`src/rtl/core/opa_pkg.sv`:
```
`timescale 1ns / 1ps
// ----------------------------------------------------------------------------
// Octant pseudo-angle package
// Widths, the pi/4 scale constant, octant numbers and the sideband type
// shared by the pipeline modules.
// ----------------------------------------------------------------------------
package opa_pkg;

	// Input component width and fraction width of the in-octant ratio.
	localparam int IN_WIDTH  = 16;
	localparam int FRAC_BITS = 14;

	// A magnitude reaches 2^(IN_WIDTH-1), which still fits in IN_WIDTH bits.
	localparam int MAG_W = IN_WIDTH;

	// The quotient runs from 0 to 2^FRAC_BITS inclusive.
	localparam int QUOT_W     = FRAC_BITS + 1;
	localparam int DIV_STAGES = QUOT_W;

	// Octant number, plus one, above the fraction.
	localparam int OCT_W = 3;
	localparam int SUM_W = OCT_W + 1 + FRAC_BITS;

	// pi/4 in Q0.15 and the output format.
	localparam int                QPI_W      = 15;
	localparam logic [QPI_W-1:0]  QUARTER_PI = QPI_W'(25736);
	localparam int                OUT_W      = 16;
	localparam int                PROD_W     = SUM_W + QPI_W;
	localparam int                OUT_SHIFT  = FRAC_BITS + 2;

	// Octants, counter-clockwise from the positive x axis.
	localparam logic [OCT_W-1:0] OCT_E_NE = 3'd0;
	localparam logic [OCT_W-1:0] OCT_NE_N = 3'd1;
	localparam logic [OCT_W-1:0] OCT_N_NW = 3'd2;
	localparam logic [OCT_W-1:0] OCT_NW_W = 3'd3;
	localparam logic [OCT_W-1:0] OCT_W_SW = 3'd4;
	localparam logic [OCT_W-1:0] OCT_SW_S = 3'd5;
	localparam logic [OCT_W-1:0] OCT_S_SE = 3'd6;
	localparam logic [OCT_W-1:0] OCT_SE_E = 3'd7;

	// Information that travels alongside the divider.
	typedef struct packed {
		logic [OCT_W-1:0] octant;
		logic             on_axis;
	} opa_side_t;

endpackage

```
`src/rtl/core/opa_if.sv`:
```
`timescale 1ns / 1ps
// ----------------------------------------------------------------------------
// Octant pseudo-angle channels
// Valid/ready channels for the input vector and for the resulting angle.
// ----------------------------------------------------------------------------

// Input vector channel.
interface opa_vec_if import opa_pkg::*; ();
	logic                       valid;
	logic                       ready;
	logic signed [IN_WIDTH-1:0] vec_x;
	logic signed [IN_WIDTH-1:0] vec_y;

	modport source (output valid, output vec_x, output vec_y, input ready);
	modport sink (input valid, input vec_x, input vec_y, output ready);
endinterface

// Result angle channel.
interface opa_ang_if import opa_pkg::*; ();
	logic             valid;
	logic             ready;
	logic [OUT_W-1:0] angle;

	modport source (output valid, output angle, input ready);
	modport sink (input valid, input angle, output ready);
endinterface

```
`src/rtl/core/opa_div_pipe.sv`:
```
`timescale 1ns / 1ps
// ----------------------------------------------------------------------------
// Octant pseudo-angle ratio divider
// Restoring divider, one quotient bit per pipeline stage, that forms
// floor((small << FRAC_BITS) / large) for small <= large.
// ----------------------------------------------------------------------------
module opa_div_pipe import opa_pkg::*; (
	input  logic                clk,
	input  logic                arst_n,
	input  logic                op_valid,
	output logic                op_ready,
	input  logic [MAG_W-1:0]    op_small,
	input  logic [MAG_W-1:0]    op_large,
	input  opa_side_t           op_side,
	output logic                res_valid,
	input  logic                res_ready,
	output logic [QUOT_W-1:0]   res_quot,
	output opa_side_t           res_side
);

	// Stage registers, one entry per quotient bit.
	logic                valid_s [DIV_STAGES];
	logic [MAG_W-1:0]    rem_s   [DIV_STAGES];
	logic [MAG_W-1:0]    large_s [DIV_STAGES];
	logic [QUOT_W-1:0]   quot_s  [DIV_STAGES];
	opa_side_t           side_s  [DIV_STAGES];

	// Stage inputs and the ready chain.
	logic                valid_in [DIV_STAGES];
	logic [MAG_W-1:0]    rem_in   [DIV_STAGES];
	logic [MAG_W-1:0]    large_in [DIV_STAGES];
	logic [QUOT_W-1:0]   quot_in  [DIV_STAGES];
	opa_side_t           side_in  [DIV_STAGES];
	logic                rdy      [DIV_STAGES+1];

	assign rdy[DIV_STAGES] = res_ready;
	assign op_ready        = rdy[0];

	for (genvar k = 0; k < DIV_STAGES; k++) begin : g_stage
		logic [MAG_W:0]   trial;
		logic [MAG_W:0]   diff;
		logic             ge;
		logic [MAG_W-1:0] rem_next;

		// Feed from the port for the first stage, else from the stage before.
		if (k == 0) begin : g_first
			assign valid_in[k] = op_valid;
			assign rem_in[k]   = op_small;
			assign large_in[k] = op_large;
			assign quot_in[k]  = '0;
			assign side_in[k]  = op_side;
			// The leading bit weighs the ratio's whole unit: no shift.
			assign trial = {1'b0, rem_in[k]};
		end else begin : g_next
			assign valid_in[k] = valid_s[k-1];
			assign rem_in[k]   = rem_s[k-1];
			assign large_in[k] = large_s[k-1];
			assign quot_in[k]  = quot_s[k-1];
			assign side_in[k]  = side_s[k-1];
			assign trial = {rem_in[k], 1'b0};
		end

		// One trial subtraction decides this quotient bit.
		assign diff     = trial - {1'b0, large_in[k]};
		assign ge       = trial >= {1'b0, large_in[k]};
		assign rem_next = ge ? diff[MAG_W-1:0] : trial[MAG_W-1:0];

		// A stage may take a word when empty or when its word moves on.
		assign rdy[k] = !valid_s[k] || rdy[k+1];

		always_ff @(posedge clk or negedge arst_n) begin
			if (!arst_n) begin
				valid_s[k] <= 1'b0;
			end else if (rdy[k]) begin
				valid_s[k] <= valid_in[k];
			end
		end

		always_ff @(posedge clk) begin
			if (rdy[k] && valid_in[k]) begin
				rem_s[k]   <= rem_next;
				large_s[k] <= large_in[k];
				quot_s[k]  <= {quot_in[k][QUOT_W-2:0], ge};
				side_s[k]  <= side_in[k];
			end
		end
	end

	assign res_valid = valid_s[DIV_STAGES-1];
	assign res_quot  = quot_s[DIV_STAGES-1];
	assign res_side  = side_s[DIV_STAGES-1];

endmodule

```
`src/rtl/core/octant_pseudo_angle.sv`:
```
`timescale 1ns / 1ps
// ----------------------------------------------------------------------------
// Octant pseudo-angle
// Monotonic octant-linear angle of a signed vector, unsigned Q3.13 radians.
// ----------------------------------------------------------------------------
// The block takes one vector word per clock while the result is not held,
// and returns one angle word per vector, in order. The ratio divider
// resolves one quotient bit per pipeline stage (FRAC_BITS + 1 stages);
// there are two stages in front of it for magnitudes and octant selection
// and two behind it for the octant offset and the pi/4 scaling multiply.
// Back-pressure on the result stalls the pipeline stage by stage without
// losing or repeating any word; bubbles are closed up as words advance.
// Vectors on an axis, and the zero vector, give exact multiples of pi/2
// (the zero vector gives 0).
// ----------------------------------------------------------------------------
module octant_pseudo_angle import opa_pkg::*; (
	input  logic         clk,
	input  logic         arst_n,
	opa_vec_if.sink      sample,
	opa_ang_if.source    result
);

	// Stage 1: magnitudes, signs and zero flags.
	logic               valid_s1;
	logic [MAG_W-1:0]   ax_s1;
	logic [MAG_W-1:0]   ay_s1;
	logic               xneg_s1;
	logic               yneg_s1;
	logic               xzero_s1;
	logic               yzero_s1;
	logic               ready_s1;

	// Stage 2: ordered magnitudes and octant.
	logic               valid_s2;
	logic [MAG_W-1:0]   small_s2;
	logic [MAG_W-1:0]   large_s2;
	opa_side_t          side_s2;
	logic               ready_s2;

	// Divider output.
	logic               div_ready;
	logic               div_valid;
	logic [QUOT_W-1:0]  div_quot;
	opa_side_t          div_side;

	// Stage 3: octant plus fraction.
	logic               valid_s3;
	logic [SUM_W-1:0]   sum_s3;
	logic               ready_s3;

	// Stage 4: scaled angle.
	logic               valid_s4;
	logic [OUT_W-1:0]   angle_s4;
	logic               ready_s4;

	logic [MAG_W-1:0]   xu;
	logic [MAG_W-1:0]   yu;
	logic               xbig;
	logic [OCT_W-1:0]   octant;
	logic [OCT_W:0]     oct_next;
	logic [SUM_W-1:0]   sum_next;
	logic [PROD_W-1:0]  prod;

	assign ready_s1     = !valid_s1 || ready_s2;
	assign ready_s2     = !valid_s2 || div_ready;
	assign ready_s3     = !valid_s3 || ready_s4;
	assign ready_s4     = !valid_s4 || result.ready;
	assign sample.ready = ready_s1;

	// Magnitudes in two's complement; the most negative value maps exactly.
	assign xu = MAG_W'(sample.vec_x);
	assign yu = MAG_W'(sample.vec_y);

	always_ff @(posedge clk or negedge arst_n) begin
		if (!arst_n) begin
			valid_s1 <= 1'b0;
		end else if (ready_s1) begin
			valid_s1 <= sample.valid;
		end
	end

	always_ff @(posedge clk) begin
		if (ready_s1 && sample.valid) begin
			xneg_s1  <= xu[MAG_W-1];
			yneg_s1  <= yu[MAG_W-1];
			ax_s1    <= xu[MAG_W-1] ? (~xu + 1'b1) : xu;
			ay_s1    <= yu[MAG_W-1] ? (~yu + 1'b1) : yu;
			xzero_s1 <= (xu == '0);
			yzero_s1 <= (yu == '0);
		end
	end

	// Octant choice. On an axis the octant is the even one that starts at
	// that axis and the fraction is forced to zero later on.
	assign xbig = ax_s1 > ay_s1;

	always_comb begin
		if (xzero_s1) begin
			if (yzero_s1) begin
				octant = OCT_E_NE;
			end else if (!yneg_s1) begin
				octant = OCT_N_NW;
			end else begin
				octant = OCT_S_SE;
			end
		end else if (yzero_s1) begin
			octant = xneg_s1 ? OCT_W_SW : OCT_E_NE;
		end else begin
			case ({xneg_s1, yneg_s1})
				2'b00:   octant = xbig ? OCT_E_NE : OCT_NE_N;
				2'b10:   octant = xbig ? OCT_NW_W : OCT_N_NW;
				2'b11:   octant = xbig ? OCT_W_SW : OCT_SW_S;
				default: octant = xbig ? OCT_SE_E : OCT_S_SE;
			endcase
		end
	end

	always_ff @(posedge clk or negedge arst_n) begin
		if (!arst_n) begin
			valid_s2 <= 1'b0;
		end else if (ready_s2) begin
			valid_s2 <= valid_s1;
		end
	end

	always_ff @(posedge clk) begin
		if (ready_s2 && valid_s1) begin
			small_s2        <= xbig ? ay_s1 : ax_s1;
			large_s2        <= xbig ? ax_s1 : ay_s1;
			side_s2.octant  <= octant;
			side_s2.on_axis <= xzero_s1 || yzero_s1;
		end
	end

	// Ratio of the smaller magnitude to the larger.
	opa_div_pipe u_div (
		.clk       (clk),
		.arst_n    (arst_n),
		.op_valid  (valid_s2),
		.op_ready  (div_ready),
		.op_small  (small_s2),
		.op_large  (large_s2),
		.op_side   (side_s2),
		.res_valid (div_valid),
		.res_ready (ready_s3),
		.res_quot  (div_quot),
		.res_side  (div_side)
	);

	// Odd octants count down from the next octant's start, even ones up.
	assign oct_next = {1'b0, div_side.octant} + 1'b1;

	always_comb begin
		if (div_side.on_axis) begin
			sum_next = {1'b0, div_side.octant, {FRAC_BITS{1'b0}}};
		end else if (div_side.octant[0]) begin
			sum_next = {oct_next, {FRAC_BITS{1'b0}}} - SUM_W'(div_quot);
		end else begin
			sum_next = {1'b0, div_side.octant, {FRAC_BITS{1'b0}}} + SUM_W'(div_quot);
		end
	end

	always_ff @(posedge clk or negedge arst_n) begin
		if (!arst_n) begin
			valid_s3 <= 1'b0;
		end else if (ready_s3) begin
			valid_s3 <= div_valid;
		end
	end

	always_ff @(posedge clk) begin
		if (ready_s3 && div_valid) begin
			sum_s3 <= sum_next;
		end
	end

	// Scale by pi/4 into Q3.13.
	assign prod = PROD_W'(sum_s3) * PROD_W'(QUARTER_PI);

	always_ff @(posedge clk or negedge arst_n) begin
		if (!arst_n) begin
			valid_s4 <= 1'b0;
		end else if (ready_s4) begin
			valid_s4 <= valid_s3;
		end
	end

	always_ff @(posedge clk) begin
		if (ready_s4 && valid_s3) begin
			angle_s4 <= prod[OUT_SHIFT +: OUT_W];
		end
	end

	assign result.valid = valid_s4;
	assign result.angle = angle_s4;

endmodule

```
`src/flat_wrapper.sv`:
```
// flat-port wrapper written by rule: the top's interface ports become plain ports
module octant_pseudo_angle_flat import opa_pkg::*;
  (clk, arst_n, sample_valid, sample_vec_x, sample_vec_y, sample_ready, result_valid, result_angle, result_ready);
  opa_vec_if sample_i ();
  opa_ang_if result_i ();
  input  logic clk;
  input  logic arst_n;
  input wire logic [$bits(sample_i.valid)-1:0] sample_valid;
  input wire logic [$bits(sample_i.vec_x)-1:0] sample_vec_x;
  input wire logic [$bits(sample_i.vec_y)-1:0] sample_vec_y;
  output wire logic [$bits(sample_i.ready)-1:0] sample_ready;
  output wire logic [$bits(result_i.valid)-1:0] result_valid;
  output wire logic [$bits(result_i.angle)-1:0] result_angle;
  input wire logic [$bits(result_i.ready)-1:0] result_ready;
  assign sample_i.valid = sample_valid;
  assign sample_i.vec_x = sample_vec_x;
  assign sample_i.vec_y = sample_vec_y;
  assign sample_ready = sample_i.ready;
  assign result_valid = result_i.valid;
  assign result_angle = result_i.angle;
  assign result_i.ready = result_ready;
  octant_pseudo_angle u_core (.clk(clk), .arst_n(arst_n), .sample(sample_i), .result(result_i));
endmodule
```
`config.mk`:
```
export PLATFORM = sky130hd
export DESIGN_NAME = octant_pseudo_angle_flat
export DESIGN_NICKNAME = d
export VERILOG_FILES = /design/src/rtl/core/opa_pkg.sv /design/src/rtl/core/opa_if.sv /design/src/rtl/core/opa_div_pipe.sv /design/src/rtl/core/octant_pseudo_angle.sv /design/src/flat_wrapper.sv
export SDC_FILE = /design/constraint.sdc
export NUM_CORES = 1
export LEC_CHECK = 0
export BUFFER_PORTS_ARGS = -buffer_cell sky130_fd_sc_hd__buf_2
export CAP_MARGIN = 10
export CORE_ASPECT_RATIO = 0.7
export CORE_MARGIN = 10
export CORE_UTILIZATION = 64
export DETAILED_ROUTE_END_ITERATION = 8
export PLACE_DENSITY = 0.81
export SLEW_MARGIN = 10
export SYNTH_ARGS = -nofsm -noshare
export SYNTH_HDL_FRONTEND = slang
export SYNTH_SLANG_ARGS = --single-unit
```
`constraint.sdc`:
```
create_clock -name clk -period 5.6 [get_ports clk]
set_clock_uncertainty 0.05 [all_clocks]
set_input_delay 0.28 -clock clk [delete_from_list [all_inputs] [get_ports clk]]
set_output_delay 0.28 -clock clk [all_outputs]
set_load 0.03 [all_outputs]
```
==> reports/metrics.cfg <==
[synth]
netlist_instances = 3255
synth_flop_cell = edfxtp_1
synthesis.nets = 3692
netlist_area_mm2 = 0.0406
yosysWarnings = 0
synth_seq_cells = 753
synth_edf_count = 734
ys_seq_area_share_pct = 55.4
synth_cell_types = 67
post_synth.cell_area_avg_um2 = 12.5
async_flop_share_pct = 2.52

[timing]
slew_headroom_pct = 21.5
final.setup.tns_ps = 0
max_freq_ghz = 0.189
period_minus_slack_ps = 5280
setup_slack_ps = 320
rsz0062_at_grt = false
report.final.slew_viol_count = 0
holdWs_ps = 57.5
hold_violations = 0
period_share_pct = 94.3
worst_pin_slew_ps = 1180
setup_viol = 0

[global_routing]
grt_max_degree = 51
grt_pass1_wl_mm = 132
gr-usage-met1_pct = 29.5
gr-usage-met3_pct = 3.29
grt_pass1_vias = 25434
use_met2_pct = 36.5
globalRouteOverflowTotal = 0
grt_use_total_pct = 21.9
busiest_layer = met2
grt_antenna_before_repair = 1

[worst_setup_path]
crit_type = register to register
crit_arrival_ps = 5600
startpoint = u_core.sum_s3[6]
worstPathRequired_ps = 5920
cp-start-kind = register
cp_max_fo = 5
crit_chain = ha_1, fa_1, fa_1, inv_1, fa_1, inv_1, ha_1, ha_1, or3_1, a21oi_1, nor2_1, a31oi_1, a21oi_1, a41o_1, o41ai_1, xnor2_1
cp_num_cells = 16
path_buf_inv = 2
worst_setup_path_end_kind = register
r2r_cells = 16
slowest_delay_ps = 520
cp_top_family = adder cells
worst_r2r_startpoint = u_core.sum_s3[6]
slowest_stage = edfxtp_1

[route]
drc = 0
post_drt_wl_per_cell_um = 19.1
detail_route.first_pass.iterations = 7
num_vias = 25381
wl_mm = 82.0
drtAntennaViolNets = 0
drtIter0Drc = 2162
vias_per_cell = 5.93

[final_layout]
drive_above_1_share_pct = 12.1
fin_cells = 4283
final_util_pct = 71.0
design_area_mm2 = 0.0447
nets = 3830
syn_to_final_growth_pct = 10.1

[clocking]
path_clk_slew_ps = 70
post-cts-setup-buffer-count = 0
cts.sinks = 753
htreeDepth = 3
clk_path_buf_depth = 3
numCtsBuffers = 75
clk-insertion-delay-late_ps = 630
root_buffer = clkbuf_16
cts_tree = yes

[placement]
io_buffers = 53
place_ws_ps = 324
gp_congestion = 0.918
dp_hpwl_mm = 60.3
post_dp_cell_area_mm2 = 0.0419
placed_cells_incl_taps = 4111

[die]
rows = 77
die_area_mm2 = 0.0741
die_h_um = 231
core_area_mm2 = 0.0630
die_x_um = 321
ios = 54
initial_core_util_pct = 64.5

[min_path]
holdPathStages = 3
min_from = sample_vec_y[1]
hold_class = input pin to register

[outcome]
status = finished clean

[power_and_ir_drop]
ir_drop_v = 0.000987
p_total_mw = 30.9
p_per_area_mw_per_mm2 = 691
leakage_nw = 18.2

[job]
cap_violations = 0

[path summary, 6_finish.rpt]
check	endpoint	slack (ps)
worst max-delay path	u_core.result.angle[15]	320
worst min-delay path	u_core.ay_s1[1]	60
worst max register to register	u_core.result.angle[15]	320
worst min register to register	u_core.u_div.side_s[0][25]	360
max in group asynchronous	u_core.u_div.valid_in[6]	5140
min in group asynchronous	u_core.valid_s3	70
[cell usage after synthesis, types with 7 or more instances]
cell type / instances / area share [%]
o21ai_1: 7 / 0.086
nand2_1: 115 / 1.1
and2_1: 29 / 0.45
o311ai_0: 7 / 0.15
a21boi_0: 38 / 0.70
nand4_1: 43 / 0.66
mux2_4: 7 / 0.26
mux2_2: 182 / 5.0
a21o_1: 50 / 0.92
o21ai_0: 142 / 1.7
o31ai_1: 21 / 0.39
o21a_1: 29 / 0.54
or3_1: 20 / 0.31
xor2_1: 55 / 1.2
o211ai_1: 13 / 0.24
nor3_1: 63 / 0.78
nor4_1: 13 / 0.20
or2_2: 24 / 0.37
xnor2_1: 152 / 3.3
ha_1: 353 / 11
o21bai_1: 12 / 0.22
edfxtp_1: 734 / 54
buf_2: 20 / 0.25
a21oi_1: 167 / 2.1
inv_1: 398 / 3.7
a211oi_1: 14 / 0.26
fa_1: 48 / 2.4
nor2b_1: 65 / 1.0
clkbuf_1: 13 / 0.12
nor2_1: 209 / 1.9
and3_1: 16 / 0.25
nand2b_1: 36 / 0.55
mux2i_1: 14 / 0.34
dfrtp_1: 19 / 1.2
nand3_1: 45 / 0.55
o41ai_1: 20 / 0.43
[state kept, by name, summed over array words and instances (netlist names), 4 cells and up]
| name | flops |
|---|---|
| u_core.ax_s1 | 16 |
| u_core.large_s2 | 16 |
| u_core.u_div.valid_in | 14 |
| u_core.small_s2 | 16 |
| u_core.u_div.rem_s | 224 |
| u_core.u_div.large_s | 224 |
| u_core.side_s2 | 4 |
| u_core.sum_s3 | 18 |
| u_core.result.angle | 16 |
| u_core.u_div.quot_s | 120 |
| u_core.u_div.side_s | 60 |
| u_core.ay_s1 | 16 |
[kinds of logic (layout without fill, tap and decap cells)]
kind of cell / after synthesis / after routing / share of synthesized area (%)
AOI/OAI and AO/OA: 567 / 567 / 8.79
adders and majority gates: 401 / 401 / 13.2
other: 0 / 1 / 0
and+or+nand+nor: 688 / 688 / 8.32
DFF: 753 / 753 / 55.4
buffers and inverters: 436 / 634 / 4.14
muxes: 203 / 203 / 5.65
xor gates and xnor gates: 207 / 207 / 4.46
[placed cells by master, fill, tap and decap left out, types with 77 or more instances in the layout]
cell type	n
edfxtp_1	734
inv_1	398
ha_1	353
nor2_1	209
mux2_2	182
a21oi_1	167
xnor2_1	152
o21ai_0	142
nand2_1	115
clkbuf_16	77
[per-layer routing]
metal	vias to the layer above	routed length, um
li1	12070	-
met1	12407	36400
met2	743	39100
met3	161	4250
met4	0	2220
met5	-	0
[worst register-to-register path, cell delays in order, from the launching register on]
cell and delay, ps:
edfxtp_1 520, ha_1 370, fa_1 480, fa_1 510, inv_1 50, fa_1 490, inv_1 40, ha_1 290
ha_1 350, or3_1 360, a21oi_1 250, nor2_1 90, a31oi_1 250, a21oi_1 170, a41o_1 310, o41ai_1 330
xnor2_1 110
[report_power, final]
part           total [mW]  switching [mW]  internal (mW)
combinational        15.9            8.57           7.30
sequential           9.96            1.01           8.95
clock                5.09            2.14           2.95
total                30.9            11.7           19.2
[layout make-up]
cell class                      instances  area (um^2)
Antenna cell                            1         2.50
Clock buffer                           89         1970
Clock inverter                         48          498
Fill cell                            4171        18300
Inverter                              398         1490
Multi-Input combinational cell       2066        16500
Sequential cell                       753        22500
Tap cell                              829         1040
Timing Repair Buffer                   99          696
[timing repair]
| action | CTS | global route |
|---|---|---|
| resized for setup | 0 | 0 |
| endpoints found under the hold margin | 55 | 0 |
| hold buffers | 34 | 0 |
No activity file was read; power rests on OpenSTA's default activity.
